===== src/sv/sapq_pkg.sv =====
package sapq_pkg;

  localparam int unsigned DEPTH       = 16;
  localparam int unsigned VALUE_WIDTH = 16;
  localparam int unsigned CNT_W       = $clog2(DEPTH + 1);
  localparam int unsigned STATUS_W    = 2;

  localparam logic OP_INSERT = 1'b0;
  localparam logic OP_REMOVE = 1'b1;

  typedef enum logic [STATUS_W-1:0] {
    ST_INSERTED = 2'd0,
    ST_FULL     = 2'd1,
    ST_REMOVED  = 2'd2,
    ST_EMPTY    = 2'd3
  } status_e;

  // controller to datapath
  typedef struct packed {
    logic    load;
    logic    push;
    logic    pop;
    status_e status;
  } ctrl_cmd_t;

  // datapath to controller
  typedef struct packed {
    logic empty;
    logic full;
  } dp_stat_t;

endpackage


===== src/sv/sapq_if.sv =====
interface sapq_in_if;
  logic                                 valid;
  logic                                 ready;
  logic                                 opcode;
  logic [sapq_pkg::VALUE_WIDTH-1:0]     value;

  modport source (output valid, output opcode, output value, input ready);
  modport sink   (input valid, input opcode, input value, output ready);
endinterface

interface sapq_out_if;
  logic                                 valid;
  logic                                 ready;
  logic [sapq_pkg::STATUS_W-1:0]        status;
  logic [sapq_pkg::VALUE_WIDTH-1:0]     removed_value;
  logic [sapq_pkg::CNT_W-1:0]           fill_count;

  modport source (output valid, output status, output removed_value, output fill_count,
                  input ready);
  modport sink   (input valid, input status, input removed_value, input fill_count,
                  output ready);
endinterface


===== src/sv/sapq_ctrl.sv =====
module sapq_ctrl (
  input  logic                clk_i,
  input  logic                rst_ni,
  input  logic                in_valid_i,
  output logic                in_ready_o,
  input  logic                opcode_i,
  output logic                out_valid_o,
  input  logic                out_ready_i,
  input  sapq_pkg::dp_stat_t  stat_i,
  output sapq_pkg::ctrl_cmd_t cmd_o
);

  typedef enum logic {
    S_IDLE,
    S_HOLD
  } state_e;

  state_e state_q, state_d;
  logic   out_valid_q, out_valid_d;
  logic   accept;

  // result register frees up in the same cycle it is taken
  assign in_ready_o  = !out_valid_q || out_ready_i;
  assign accept      = in_valid_i && in_ready_o;
  assign out_valid_o = out_valid_q;

  always_comb begin
    cmd_o.load   = accept;
    cmd_o.push   = 1'b0;
    cmd_o.pop    = 1'b0;
    cmd_o.status = sapq_pkg::ST_INSERTED;
    if (opcode_i == sapq_pkg::OP_INSERT) begin
      if (stat_i.full) begin
        cmd_o.status = sapq_pkg::ST_FULL;
      end else begin
        cmd_o.push   = accept;
        cmd_o.status = sapq_pkg::ST_INSERTED;
      end
    end else begin
      if (stat_i.empty) begin
        cmd_o.status = sapq_pkg::ST_EMPTY;
      end else begin
        cmd_o.pop    = accept;
        cmd_o.status = sapq_pkg::ST_REMOVED;
      end
    end
  end

  always_comb begin
    state_d     = state_q;
    out_valid_d = out_valid_q;
    unique case (state_q)
      S_IDLE: begin
        if (accept) begin
          state_d     = S_HOLD;
          out_valid_d = 1'b1;
        end
      end
      S_HOLD: begin
        if (accept) begin
          state_d     = S_HOLD;
          out_valid_d = 1'b1;
        end else if (out_ready_i) begin
          state_d     = S_IDLE;
          out_valid_d = 1'b0;
        end
      end
      default: begin
        state_d     = S_IDLE;
        out_valid_d = 1'b0;
      end
    endcase
  end

  always_ff @(posedge clk_i or negedge rst_ni) begin
    if (!rst_ni) begin
      state_q     <= S_IDLE;
      out_valid_q <= 1'b0;
    end else begin
      state_q     <= state_d;
      out_valid_q <= out_valid_d;
    end
  end

endmodule


===== src/sv/sapq_dp.sv =====
module sapq_dp (
  input  logic                                 clk_i,
  input  logic                                 rst_ni,
  input  sapq_pkg::ctrl_cmd_t                  cmd_i,
  input  logic [sapq_pkg::VALUE_WIDTH-1:0]     value_i,
  output sapq_pkg::dp_stat_t                   stat_o,
  output logic [sapq_pkg::STATUS_W-1:0]        status_o,
  output logic [sapq_pkg::VALUE_WIDTH-1:0]     removed_value_o,
  output logic [sapq_pkg::CNT_W-1:0]           fill_count_o
);

  localparam int unsigned VW = sapq_pkg::VALUE_WIDTH;
  localparam int unsigned CW = sapq_pkg::CNT_W;
  localparam int unsigned D  = sapq_pkg::DEPTH;

  logic [VW-1:0]     entries_q [D];
  logic [VW-1:0]     entries_d [D];
  logic [CW-1:0]     count_q, count_d;
  logic [D-1:0]      lt;
  logic [D-1:0]      prev_lt;
  logic [VW-1:0]     prev_val [D];

  sapq_pkg::status_e status_q;
  logic [VW-1:0]     removed_q;
  logic [CW-1:0]     fill_q;

  assign stat_o.empty = (count_q == '0);
  assign stat_o.full  = (count_q == CW'(D));

  // per-cell compare: valid cells holding a smaller value move one place down
  always_comb begin
    prev_lt[0]  = 1'b0;
    prev_val[0] = value_i;
    for (int i = 0; i < D; i++) begin
      lt[i] = (CW'(i) < count_q) && (entries_q[i] < value_i);
    end
    for (int i = 1; i < D; i++) begin
      prev_lt[i]  = lt[i-1];
      prev_val[i] = entries_q[i-1];
    end
  end

  always_comb begin
    for (int i = 0; i < D; i++) begin
      entries_d[i] = entries_q[i];
      if (cmd_i.push && (lt[i] || (CW'(i) == count_q))) begin
        entries_d[i] = prev_lt[i] ? prev_val[i] : value_i;
      end else if (cmd_i.pop && (i < D - 1)) begin
        entries_d[i] = entries_q[(i + 1) % D];
      end
    end
  end

  always_comb begin
    count_d = count_q;
    if (cmd_i.push) begin
      count_d = count_q + CW'(1);
    end else if (cmd_i.pop) begin
      count_d = count_q - CW'(1);
    end
  end

  always_ff @(posedge clk_i) begin
    for (int i = 0; i < D; i++) begin
      entries_q[i] <= entries_d[i];
    end
    if (cmd_i.load) begin
      status_q  <= cmd_i.status;
      removed_q <= cmd_i.pop ? entries_q[0] : '0;
      fill_q    <= count_d;
    end
  end

  always_ff @(posedge clk_i or negedge rst_ni) begin
    if (!rst_ni) begin
      count_q <= '0;
    end else begin
      count_q <= count_d;
    end
  end

  assign status_o        = status_q;
  assign removed_value_o = removed_q;
  assign fill_count_o    = fill_q;

endmodule


===== src/sv/sorted_array_priority_queue_core.sv =====
// the result beat is valid in the cycle after the input beat is accepted
// throughput: one item per cycle while result beats are taken; every stored cell compares and shifts in parallel
// a new input beat is taken in the cycle the waiting result beat is taken
// reset: stored item count and output valid cleared; stored values and result fields are left as they are
module sorted_array_priority_queue_core (
  input  logic       clk_i,
  input  logic       rst_ni,
  sapq_in_if.sink    in_if,
  sapq_out_if.source out_if
);

  sapq_pkg::ctrl_cmd_t cmd;
  sapq_pkg::dp_stat_t  stat;

  sapq_ctrl u_ctrl (
    .clk_i       (clk_i),
    .rst_ni      (rst_ni),
    .in_valid_i  (in_if.valid),
    .in_ready_o  (in_if.ready),
    .opcode_i    (in_if.opcode),
    .out_valid_o (out_if.valid),
    .out_ready_i (out_if.ready),
    .stat_i      (stat),
    .cmd_o       (cmd)
  );

  sapq_dp u_dp (
    .clk_i           (clk_i),
    .rst_ni          (rst_ni),
    .cmd_i           (cmd),
    .value_i         (in_if.value),
    .stat_o          (stat),
    .status_o        (out_if.status),
    .removed_value_o (out_if.removed_value),
    .fill_count_o    (out_if.fill_count)
  );

  a_accept_gives_beat: assert property (@(posedge clk_i) disable iff (!rst_ni)
    (in_if.valid && in_if.ready) |=> out_if.valid)
    else $error("accepted item produced no result beat");

  a_removed_zero: assert property (@(posedge clk_i) disable iff (!rst_ni)
    (out_if.valid && (out_if.status != sapq_pkg::ST_REMOVED)) |-> (out_if.removed_value == '0))
    else $error("removed value nonzero without a removal");

  a_fill_bound: assert property (@(posedge clk_i) disable iff (!rst_ni)
    out_if.valid |-> (out_if.fill_count <= sapq_pkg::CNT_W'(sapq_pkg::DEPTH)))
    else $error("fill count beyond depth");

  a_full_status: assert property (@(posedge clk_i) disable iff (!rst_ni)
    (out_if.valid && (out_if.status == sapq_pkg::ST_FULL))
      |-> (out_if.fill_count == sapq_pkg::CNT_W'(sapq_pkg::DEPTH)))
    else $error("full status with queue not full");

endmodule

===== src/flat_wrapper.sv =====
// flat-port wrapper written by rule: the top's interface ports become plain ports
module sorted_array_priority_queue_core_flat 
  (clk_i, rst_ni, in_if_valid, in_if_opcode, in_if_value, in_if_ready, out_if_valid, out_if_status, out_if_removed_value, out_if_fill_count, out_if_ready);
  sapq_in_if in_if_i ();
  sapq_out_if out_if_i ();
  input  logic clk_i;
  input  logic rst_ni;
  input wire logic [$bits(in_if_i.valid)-1:0] in_if_valid;
  input wire logic [$bits(in_if_i.opcode)-1:0] in_if_opcode;
  input wire logic [$bits(in_if_i.value)-1:0] in_if_value;
  output wire logic [$bits(in_if_i.ready)-1:0] in_if_ready;
  output wire logic [$bits(out_if_i.valid)-1:0] out_if_valid;
  output wire logic [$bits(out_if_i.status)-1:0] out_if_status;
  output wire logic [$bits(out_if_i.removed_value)-1:0] out_if_removed_value;
  output wire logic [$bits(out_if_i.fill_count)-1:0] out_if_fill_count;
  input wire logic [$bits(out_if_i.ready)-1:0] out_if_ready;
  assign in_if_i.valid = in_if_valid;
  assign in_if_i.opcode = in_if_opcode;
  assign in_if_i.value = in_if_value;
  assign in_if_ready = in_if_i.ready;
  assign out_if_valid = out_if_i.valid;
  assign out_if_status = out_if_i.status;
  assign out_if_removed_value = out_if_i.removed_value;
  assign out_if_fill_count = out_if_i.fill_count;
  assign out_if_i.ready = out_if_ready;
  sorted_array_priority_queue_core u_core (.clk_i(clk_i), .rst_ni(rst_ni), .in_if(in_if_i), .out_if(out_if_i));
endmodule

===== config.mk =====
export PLATFORM = sky130hd
export DESIGN_NAME = sorted_array_priority_queue_core_flat
export DESIGN_NICKNAME = d
export VERILOG_FILES = /design/src/sv/sapq_pkg.sv /design/src/sv/sapq_if.sv /design/src/sv/sapq_ctrl.sv /design/src/sv/sapq_dp.sv /design/src/sv/sorted_array_priority_queue_core.sv /design/src/flat_wrapper.sv
export SDC_FILE = /design/constraint.sdc
export NUM_CORES = 1
export LEC_CHECK = 0
export BUFFER_PORTS_ARGS = -buffer_cell sky130_fd_sc_hd__buf_2
export CORE_MARGIN = 2
export CORE_UTILIZATION = 55
export CTS_CLUSTER_DIAMETER = 60
export DETAILED_ROUTE_END_ITERATION = 10
export PLACE_DENSITY = 0.75
export SETUP_SLACK_MARGIN = 0.4
export SYNTH_ARGS = -nofsm -noshare
export SYNTH_HDL_FRONTEND = slang
export SYNTH_SLANG_ARGS = --single-unit

===== constraint.sdc =====
create_clock -name clk_i -period 3.7 [get_ports clk_i]
set_input_delay 0.74 -clock clk_i [delete_from_list [all_inputs] [get_ports clk_i]]
set_output_delay 0.74 -clock clk_i [all_outputs]
set_load 0.02 [all_outputs]

==> results.py, run 1 <==
metrics = {
    "run_status": {
        "outcome": "finished clean",
    },
    "worst_hold_path": {
        "hp-class": "input port to async pin",
    },
    "pwr": {
        "p_leak_nw": 9.228,
        "p_sw_mw": 4.587,
        "switching_share": 0.3471,
        "p_clk_frac": 0.269,
        "intPower_mw": 8.627,
        "comb_power_share": 0.360,
        "p_per_area_nw_per_um2": 589.5,
        "ir_drop_uv": 421.5,
        "power_frac_seq": 0.371,
    },
    "critical_path": {
        "cp_slowest_stage_delay_ns": 0.33,
        "cp_max_fo": 8,
        "critical-path-top-delay-family": "buffers and inverters",
        "critical_path_class": "input port to flop",
        "crit_top_cell": "buf_4",
        "start_kind": "input port",
        "cp_data_required_time_ns": 3.96,
        "cp_cell_sequence": "buf_2, clkinvlp_4, buf_4, ha_1, a21o_1, nand3_1, a21oi_1, nor4_1, buf_4, o31ai_4, a21oi_4, buf_4, mux2_1",
        "crit_buf_inv": 5,
        "cpMaxStageDelayCell": "a21oi_4",
        "crit_arrival_ns": 3.39,
        "worstSetupEndpointType": "flop",
    },
    "yosys": {
        "syn_nets": 2030,
        "synth.yosys.seq_area_share": 0.4300,
        "avgSynthCellArea_um2": 11.28,
        "ys_warn_count": 0,
        "synth_edf_count": 279,
        "ys_top_cells_by_area": "edfxtp_1, ha_1, mux2_2, mux2i_1, a21oi_1",
        "ys_types": 72,
        "synth_flop_cell": "edfxtp_1",
        "synth_top_cells_by_count": "edfxtp_1, ha_1, a21oi_1",
        "syn-cell-area_um2": 19890,
        "yosysTopAreaCellShare": 0.4212,
        "async_reset_ff_frac": 0.02448,
        "yosysTopAreaCell": "edfxtp_1",
        "synth.most_common_cell": "edfxtp_1",
        "ys_ff_latch": 286,
        "netlist_instances": 1764,
    },
    "floorplan": {
        "core_area_um2": 35570,
        "start_util": 0.5592,
        "die-area_um2": 37700,
        "die_h_um": 194.2,
        "die_w_um": 194.2,
        "rows": 69,
        "ios": 46,
    },
    "placed_design": {
        "placed_cells": 2284,
        "gp_congestion": 0.9403,
        "numPortBuffers": 45,
        "hpwl_um": 44060,
    },
    "global_routing": {
        "grt_start_max_net_pins": 33,
        "grt_pass1_vias": 15030,
        "grt_pass1_wl_um": 89710,
        "antenna_found_initial": 0,
        "grt-ovfl-total": 0,
        "grtUsageTotal": 0.3091,
    },
    "routing": {
        "drt_iter0_drc": 1809,
        "ant_nets": 0,
        "vias": 15430,
        "drcViolationCount": 0,
        "wl_per_cell_um": 25.14,
        "wirelength_um": 58900,
        "dr.pass1.iters": 8,
        "vias_per_cell": 6.584,
    },
    "sta": {
        "layout_min_cycle_time_ns": 3.125,
        "tightest_slew_ns": 0.8565,
        "drv_slew": 0,
        "finalClockSkew_ns": 0.02199,
        "relSlewSlack": 0.4289,
        "hold_violations": 0,
        "setup_violations": 0,
        "whs_ns": 0.07002,
        "setup_tns_ns": 0,
        "timing.fmax_mhz": 320.0,
        "layout_worst_path_cycle_share": 0.8445,
        "grt_setup_unrepaired": "false",
    },
    "clock_tree": {
        "clk_pin_slew_ns": 0.06,
        "cts_tree": "built",
        "cts_max_level": 2,
        "clock_latency_ns": 0.53,
        "cts_made_buffers": 35,
        "clock_path_buffers": 3,
        "cts_sinks": 286,
        "root_buffer": "clkbuf_16",
    },
    "layout": {
        "final_cells": 2343,
        "drive_gt1_frac": 0.2109,
        "fin_nets": 2126,
        "antenna_cells": 0,
        "area_growth_pct": 12.69,
        "nFillCells": 2796,
    },
    "run": {
        "cap_viol_max_count": 0,
    },
}
[power groups by stage]
| stage | Combinational (mW) | Clock [mW] | Sequential, mW |
|---|---|---|---|
| after detailed placement | 4.64 | 0 | 4.92 |
| final | 4.75 | 3.56 | 4.91 |
| after global placement | 4.49 | 0 | 4.92 |
| after CTS | 4.68 | 3.58 | 4.86 |
| after global routing | 5.18 | 3.73 | 4.93 |
| after floorplan | 3.49 | 0 | 4.63 |
[cell families (layout without fill, tap and decap cells)]
family | Yosys count | count (layout) | share of synthesized area
AND/OR/NAND/NOR | 418 | 418 | 0.09989
flip-flops | 286 | 286 | 0.4300
buffers and inverters | 108 | 226 | 0.02667
adder cells (fa/ha/maj) | 245 | 245 | 0.1541
XOR/XNOR | 4 | 4 | 0.001762
AO/OA/AOI/OAI | 399 | 399 | 0.1218
multiplexers | 304 | 304 | 0.1658
[sequential cells by signal (all words and copies together) (netlist names)]
register                     cells
u_core.u_dp.status_o             2
u_core.u_ctrl.state_q            1
u_core.u_ctrl.out_valid_o        1
u_core.u_dp.entries_q          256
u_core.u_dp.fill_count_o         5
u_core.u_dp.removed_value_o     16
u_core.u_dp.count_q              5
[routing by layer]
layer / wire length (µm) / track usage
met4: 2656 / 0.1316
met2: 25680 / 0.4662
met5: 0 / 0
met1: 24800 / 0.4436
met3: 5763 / 0.04801
[layout make-up]
type	count	area, µm²	share of cell area
clock buffers	45	975.9	0.04354
clock inverters	14	197.7	0.008819
inverters	21	93.84	0.004186
multi-input cells	1370	10860	0.4845
flip-flops and latches	286	8553	0.3816
well taps	461	576.8	0.02573
repair buffers	146	1159	0.05169
[layout by cell type, fill, tap and decap left out, types with 8 or more instances in the layout]
cell / Yosys / layout
ha_1: 245 / 245
clkbuf_16: 0 / 37
and4_1: 9 / 9
a21oi_1: 194 / 194
nand4_1: 30 / 30
nand2_1: 98 / 97
o21a_1: 10 / 10
buf_2: 37 / 45
inv_1: 20 / 16
mux2i_1: 128 / 128
nand3_1: 33 / 33
mux2_2: 148 / 148
a211oi_1: 16 / 15
and2_1: 20 / 20
nor3_1: 8 / 8
or2_2: 10 / 8
a21o_1: 25 / 25
nand2b_1: 11 / 11
mux2_1: 19 / 19
mux2_4: 9 / 9
nor2_1: 165 / 165
o21ai_0: 88 / 88
buf_12: 0 / 14
edfxtp_1: 279 / 279
buf_4: 11 / 87
[final timing paths]
check	endpoint	slack (ns)	start	cells past startpoint
setup / recovery	u_core.u_dp.entries_q[0][7]$_DFFE_PP_	0.58	in_if_value[9]	13
hold / removal	u_core.u_dp.count_q[4]$_DFF_PN0_	0.07	rst_ni	1
setup reg to reg	u_core.u_dp.fill_count_o[4]$_DFFE_PP_	0.61	u_core.u_dp.count_q[1]$_DFF_PN0_	8
hold reg to reg	u_core.u_ctrl.out_valid_o$_DFFE_PN0P_	0.51	u_core.u_ctrl.out_valid_o$_DFFE_PN0P_	1
max in group asynchronous	u_core.u_dp.count_q[3]$_DFF_PN0_	3.42	rst_ni	1
min in group clk_i	u_core.u_ctrl.out_valid_o$_DFFE_PN0P_	0.40	in_if_valid	2
[metrics by stage]
stage	total power [mW]	util	cell area, µm²	setup slack [ns]
after floorplan	8.121	-	19920	0.4023
after global placement	9.402	0.5968	21230	0.04512
after detailed placement	9.563	0.5968	21230	0.02366
after CTS	13.12	0.6298	22400	0.5492
after global routing	13.84	0.6302	22420	0.4286
final	13.21	0.6302	22420	0.5752
[what timing repair did]
| action | in CTS | in global routing |
|---|---|---|
| hold buffers | 0 | 0 |
| gates resized for setup | 0 | 4 |
| buffers inserted | 0 | 0 |
| endpoints found under the setup margin | 0 | 31 |
(Power assumes the default switching activity.)
==> run 2, diff against run 1 <==
- clock period: 3.7 -> 3.2 ns (I/O delays scaled with it)
==> run 2 against run 1 <==
  * Sequential share of layout area fell by 2.7 points
  * Register-to-register slack got worse by 0.26 ns
  * Core utilization rose by 4.9 points
  * Clock-buffer cell count rose by 1
  * Critical path type unchanged
==> results.py, run 2 (same netlist as run 1, synthesis figures left out) <==
metrics = {
    "run_status": {
        "outcome": "finished clean",
    },
    "sta": {
        "drv_slew": 0,
        "grt_setup_unrepaired": "true",
        "timing.fmax_mhz": 348.2,
        "setup_violations": 0,
        "tightest_slew_ns": 0.5775,
        "hold_violations": 0,
        "layout_worst_path_cycle_share": 0.8975,
        "relSlewSlack": 0.6150,
        "layout_min_cycle_time_ns": 2.872,
        "finalClockSkew_ns": 0.02159,
    },
    "global_routing": {
        "grt_pass1_wl_um": 93670,
        "grtUsageTotal": 0.3247,
        "grt_pass1_vias": 16140,
        "antenna_found_initial": 0,
        "grt_start_max_net_pins": 33,
        "grt-ovfl-total": 0,
    },
    "placed_design": {
        "hpwl_um": 46320,
        "numPortBuffers": 45,
        "placed_cells": 2353,
        "gp_congestion": 0.9498,
        "placed_area_um2": 22160,
    },
    "worst_hold_path": {
        "hp-class": "input port to flop",
    },
    "run": {
        "cap_viol_max_count": 0,
    },
    "critical_path": {
        "start_kind": "input port",
        "cpMaxStageDelayCell": "mux2_1",
        "cp_data_required_time_ns": 3.50,
        "r2r-end": "u_core.u_dp.entries_q[0][100]$_DFFE_PP_",
        "critical_path_class": "input port to flop",
        "crit_arrival_ns": 3.17,
        "rr_worst_depth": 8,
        "cp-startpoint": "in_if_value[15]",
        "crit_top_cell": "buf_4",
        "cp.depth": 13,
        "worstSetupEndpointType": "flop",
        "cp_max_fo": 6,
        "critical-path-top-delay-family": "buffers and inverters",
        "cp_slowest_stage_delay_ns": 0.34,
        "rrSetupSlack_ns": 0.35,
        "crit_buf_inv": 6,
        "crit_path_end": "u_core.u_dp.entries_q[0][7]$_DFFE_PP_",
        "rr_startpoint": "u_core.u_dp.entries_q[0][95]$_DFFE_PP_",
        "cp_cell_sequence": "buf_2, clkinvlp_4, buf_4, buf_4, ha_1, nand4_1, a21oi_1, nor4_1, buf_4, o31ai_4, a21oi_4, clkbuf_16, mux2_1",
    },
    "pwr": {
        "p_per_area_nw_per_um2": 667.7,
        "ir_drop_uv": 545.0,
        "p_sw_mw": 5.780,
        "intPower_mw": 10.35,
        "p_leak_nw": 9.914,
        "p_clk_frac": 0.236,
        "switching_share": 0.3584,
        "power_frac_seq": 0.351,
        "comb_power_share": 0.414,
    },
    "routing": {
        "vias_per_cell": 6.609,
        "drt_iter0_drc": 1587,
        "ant_nets": 0,
        "vias": 16230,
        "drcViolationCount": 0,
        "dr.pass1.iters": 6,
        "wirelength_um": 63570,
        "wl_per_cell_um": 25.89,
    },
    "layout": {
        "antenna_cells": 0,
        "area_growth_pct": 21.45,
        "fin_nets": 2238,
        "multi_input_area_um2": 11430,
        "largest_register_ff_count": 256,
        "nFillCells": 2545,
        "stdcell_area_um2": 24160,
        "final-seq-area_um2": 8554,
        "drive_gt1_frac": 0.2934,
        "layout_commonest_cell": "edfxtp_1",
        "mostFrequentLayoutCells": "edfxtp_1, ha_1, a21oi_1, nor2_1, mux2_2",
        "final_cells": 2455,
        "largest_register": "u_core.u_dp.entries_q",
    },
    "floorplan": {
        "die_h_um": 194.2,
        "rows": 69,
        "ios": 46,
        "die_w_um": 194.2,
        "start_util": 0.5592,
        "core_area_um2": 35570,
        "die-area_um2": 37700,
    },
    "clock_tree": {
        "clock_latency_ns": 0.56,
        "cts_max_level": 2,
        "root_buffer": "clkbuf_16",
        "cts_made_buffers": 35,
        "clk_pin_slew_ns": 0.06,
        "cts_sinks": 286,
        "cts_tree": "built",
        "clock_path_buffers": 3,
    },
}
-- run 2: layer usage --
| layer | GRT usage | wire length, µm | share of wire | vias to the layer above |
|---|---|---|---|---|
| met5 | 0 | 0 | 0 | - |
| met4 | 0.1970 | 4158 | 0.065 | 0 |
| met3 | 0.05758 | 5047 | 0.079 | 245 |
| met2 | 0.5209 | 29680 | 0.47 | 841 |
| met1 | 0.4104 | 24690 | 0.39 | 7957 |
| li1 | - | - | - | 7182 |
-- run 2: area by class of cell --
| type | instances | area share |
|---|---|---|
| clock buffers | 46 | 0.03838 |
| clock inverters | 13 | 0.005076 |
| inverters | 21 | 0.005128 |
| multi-input cells | 1376 | 0.4733 |
| flip-flops and latches | 286 | 0.3541 |
| well taps | 461 | 0.02388 |
| repair buffers | 252 | 0.1001 |
-- run 2: timing repair --
item,in CTS,in global routing
setup buffers,9,18
hold endpoints to repair,7,0
pin swaps,2,32
cloned,0,15
hold buffers,1,0
resized for setup,8,121
endpoints found under the setup margin,153,440
-- run 2: worst reg2reg max path, cell delays in order (launching register included) --
cell,delay [ns]
edfxtp_1,0.46
ha_1,0.37
nand4_1,0.18
or3_4,0.37
o32a_4,0.32
nand3_4,0.12
buf_12,0.15
mux2_2,0.35
mux2_2,0.28
-- run 2: worst min-delay path by stage --
stage,slack [ns],depth (start not counted),to,start
6_report,0.29,2,u_core.u_ctrl.out_valid_o$_DFFE_PN0P_,in_if_valid
5_1_grt,0.29,2,u_core.u_ctrl.out_valid_o$_DFFE_PN0P_,in_if_valid
4_1_cts,0.27,2,u_core.u_ctrl.out_valid_o$_DFFE_PN0P_,in_if_valid
3_5_place_dp,0.47,1,u_core.u_ctrl.state_q$_DFF_PN0_,u_core.u_ctrl.state_q$_DFF_PN0_
3_3_place_gp,0.46,1,u_core.u_ctrl.state_q$_DFF_PN0_,u_core.u_ctrl.state_q$_DFF_PN0_
2_1_floorplan,0.34,0,u_core.u_ctrl.out_valid_o$_DFFE_PN0P_,rst_ni
-- run 2: power by group through the flow --
| stage | combinational (mW) | sequential, mW | clock (mW) |
|---|---|---|---|
| 5_1_grt | 7.14 | 5.68 | 3.97 |
| 6_report | 6.67 | 5.66 | 3.80 |
| 3_5_place_dp | 5.90 | 5.68 | 0 |
| 4_1_cts | 5.95 | 5.61 | 3.83 |
| 2_1_floorplan | 4.15 | 5.36 | 0 |
| 3_3_place_gp | 5.68 | 5.67 | 0 |
-- run 2: metrics by stage --
step | util | hold WS (ns) | worst slack, ns | setup TNS [ns] | total power, mW
after CTS | 0.6552 | 0.2708 | 0.3742 | 0 | 15.39
after detailed placement | 0.6230 | 0.4691 | -0.3366 | -62.58 | 11.58
after global routing | 0.6792 | 0.2940 | 0.2381 | 0 | 16.79
final | 0.6792 | 0.2947 | 0.3281 | 0 | 16.13
after floorplan | - | 0.3444 | 0.06957 | 0 | 9.514
after global placement | 0.6230 | 0.4647 | -0.2078 | -40.37 | 11.34
==> run 3, diff against run 2 <==
- SYNTH_HIERARCHICAL: not set -> 1
==> run 3 against run 2 <==
  * Critical endpoint is now u_core/u_dp/entries_q[1][95]$_DFFE_PP_
  * Largest cell class unchanged
  * Highest routed layer unchanged
  * First-iteration DRC count shrank 40%
  * Critical path depth shrank 2
  * Largest power group unchanged
  * Clock skew shrank 0.0096 ns
==> results.py, run 3 <==
metrics = {
    "run_status": {
        "outcome": "finished clean",
    },
    "clock_tree": {
        "cts_max_level": 2,
        "cts_made_buffers": 36,
        "clk_pin_slew_ns": 0.05,
        "cts_tree": "built",
        "root_buffer": "clkbuf_16",
        "clock_latency_ns": 0.55,
        "clock_path_buffers": 3,
        "cts_sinks": 286,
    },
    "layout": {
        "final_cells": 2311,
        "largest_register": "u_core/u_dp/entries_q",
        "area_growth_pct": 20.13,
        "antenna_cells": 0,
        "largest_register_ff_count": 256,
        "fin_nets": 2083,
        "drive_gt1_frac": 0.4438,
        "nFillCells": 2566,
        "layout_commonest_cell": "mux2_2",
        "utilization": 0.6715,
        "mostFrequentLayoutCells": "mux2_2, edfxtp_1, ha_1, buf_4, mux2_4",
    },
    "pwr": {
        "p_clk_frac": 0.249,
        "p_per_area_nw_per_um2": 652.4,
        "comb_power_share": 0.414,
        "power_frac_seq": 0.337,
        "p_leak_nw": 9.855,
        "p_total_mw": 16.08,
        "switching_share": 0.3341,
        "intPower_mw": 10.71,
        "ir_drop_uv": 552.3,
        "p_sw_mw": 5.372,
    },
    "placed_design": {
        "numPortBuffers": 45,
        "placed_cells": 2224,
        "hpwl_um": 41040,
        "gp_congestion": 0.9288,
    },
    "global_routing": {
        "grt_start_max_net_pins": 36,
        "antenna_found_initial": 0,
        "grt_pass1_wl_um": 82720,
        "grt-ovfl-total": 0,
        "grtUsageTotal": 0.2739,
        "grt_pass1_vias": 15070,
    },
    "worst_hold_path": {
        "hp-start": "in_if_valid",
        "hp-class": "input port to flop",
        "worst_hold_path.endpoint": "u_core/u_ctrl/out_valid_o$_DFFE_PN0P_",
        "hold-path-cell-count": 2,
    },
    "routing": {
        "drcViolationCount": 0,
        "wl_per_cell_um": 23.16,
        "drt_iter0_drc": 959,
        "dr.pass1.iters": 5,
        "vias_per_cell": 6.249,
        "ant_nets": 0,
        "wirelength_um": 53530,
        "vias": 14440,
    },
    "yosys": {
        "async_reset_ff_frac": 0.02448,
        "synth.most_common_cell": "mux2_2",
        "synth_edf_count": 279,
        "ys_types": 72,
        "synth_flop_cell": "edfxtp_1",
        "synth_top_cells_by_count": "mux2_2, edfxtp_1, ha_1",
        "yosysTopAreaCellShare": 0.4084,
        "ys_warn_count": 6,
        "synth.yosys.seq_area_share": 0.4170,
        "syn-cell-area_um2": 20510,
        "ys_top_cells_by_area": "edfxtp_1, mux2_2, ha_1, a21oi_1, mux2_4",
        "ys_ff_latch": 286,
        "syn_nets": 1896,
        "netlist_instances": 1630,
        "avgSynthCellArea_um2": 12.58,
        "yosysTopAreaCell": "edfxtp_1",
    },
    "floorplan": {
        "start_util": 0.5590,
        "die_h_um": 197.1,
        "rows": 70,
        "die-area_um2": 38860,
        "core_area_um2": 36700,
        "die_w_um": 197.1,
        "ios": 46,
    },
    "critical_path": {
        "worstSetupEndpointType": "flop",
        "start_kind": "input port",
        "cp_max_fo": 10,
        "crit_arrival_ns": 3.15,
        "rr_worst_depth": 8,
        "rr_startpoint": "u_core/u_dp/entries_q[1][79]$_DFFE_PP_",
        "r2r-end": "u_core/u_dp/entries_q[1][95]$_DFFE_PP_",
        "cp_data_required_time_ns": 3.49,
        "rrSetupSlack_ns": 0.37,
        "critical_path_class": "input port to flop",
    },
    "sta": {
        "layout_worst_path_cycle_share": 0.8937,
        "tightest_slew_ns": 0.5577,
        "timing.fmax_mhz": 349.7,
        "drv_slew": 0,
        "finalClockSkew_ns": 0.01201,
        "layout_min_cycle_time_ns": 2.860,
        "setup_tns_ns": 0,
        "hold_violations": 0,
        "relSlewSlack": 0.6282,
        "grt_setup_unrepaired": "true",
        "setup_violations": 0,
    },
    "run": {
        "cap_viol_max_count": 0,
    },
}
[run 3: cell types whose count changed in the layout (fill, tap and decap cells not counted), sizes merged, moves of 16 or more]
cell	change
a21oi	-110
a31oi	+16
buf	-23
inv	+21
mux2	+261
mux2i	-117
nand2	-40
nor2	-134
o21ai	-32
[run 3: power by group through the flow]
| stage | logic, mW | registers (mW) | clock network, mW |
|---|---|---|---|
| global route | 7.12 | 5.48 | 4.20 |
| floorplan | 4.56 | 5.30 | 0 |
| detailed placement | 6.24 | 5.47 | 0 |
| global placement | 6.05 | 5.44 | 0 |
| finish | 6.66 | 5.42 | 4.00 |
| CTS | 6.31 | 5.40 | 4.07 |
[run 3: routing by layer]
| layer | wire, µm | up-vias | part of all wire | track usage |
|---|---|---|---|---|
| li1 | - | 6790 | - | - |
| met1 | 21500 | 7093 | 0.40 | 0.3337 |
| met2 | 27500 | 445 | 0.51 | 0.4955 |
| met3 | 2558 | 113 | 0.048 | 0.03176 |
| met4 | 1976 | 0 | 0.037 | 0.1069 |
| met5 | 0 | - | 0 | 0 |
[run 3: how the worst max path moves through the flow]
stage                     cells past startpoint       startpoint                                     end
final                                        11  in_if_value[11]  u_core/u_dp/entries_q[1][95]$_DFFE_PP_
after global routing                         11  in_if_value[11]  u_core/u_dp/entries_q[1][95]$_DFFE_PP_
after CTS                                    10  in_if_value[15]  u_core/u_dp/entries_q[0][43]$_DFFE_PP_
after detailed placement                     11   in_if_value[1]  u_core/u_dp/entries_q[1][88]$_DFFE_PP_
after global placement                       11   in_if_value[1]  u_core/u_dp/entries_q[1][91]$_DFFE_PP_
after floorplan                              10  in_if_value[14]  u_core/u_dp/entries_q[1][86]$_DFFE_PP_
[run 3: timing repair]
action / 4_1_cts / 5_1_grt
cloned: 1 / 6
hold buffers: 1 / 0
endpoints found under the setup margin: 295 / 281
endpoints found under the hold margin: 7 / 0
pin swaps: 2 / 8
setup buffers: 1 / 14
gates resized for setup: 11 / 73
[run 3: worst max-delay path, stage by stage]
cell and delay (ns):
buf_2 0.12, inv_2 0.14, buf_4 0.18, ha_1 0.28
and3_1 0.14, nand4_1 0.19, or4_1 0.47, nand4_1 0.19
buf_6 0.20, mux2_2 0.34, mux2_2 0.26
[run 3: kinds of logic after synthesis]
group	after synthesis	share of synthesized area
AO/OA/AOI/OAI	273	0.08722
XOR/XNOR	4	0.001708
adder cells (fa/ha/maj)	245	0.1494
buffers and inverters	110	0.02739
flip-flops	286	0.4170
multiplexers	448	0.2484
AND/OR/NAND/NOR	264	0.06892
[run 3: area by class of cell]
class	count	area [µm²]	share of cell area
clock inverter	23	200.2	0.008123
inverter	31	132.6	0.005382
clock buffer	41	940.9	0.03818
sequential	286	8556	0.3472
multi-input combinational	1236	12260	0.4975
tap	468	585.6	0.02376
timing repair buffer	226	1969	0.07991
[run 3: stage by stage]
stage / cell area, µm² / hold slack, ns / worst slack [ns]
after CTS: 24130 / 0.2839 / 0.4098
after floorplan: 21170 / 0.3444 / -0.2022
after global placement: 22930 / 0.4824 / -0.3061
after detailed placement: 22930 / 0.5123 / -0.4396
final: 24640 / 0.3055 / 0.3401
after global routing: 24640 / 0.3058 / 0.3068
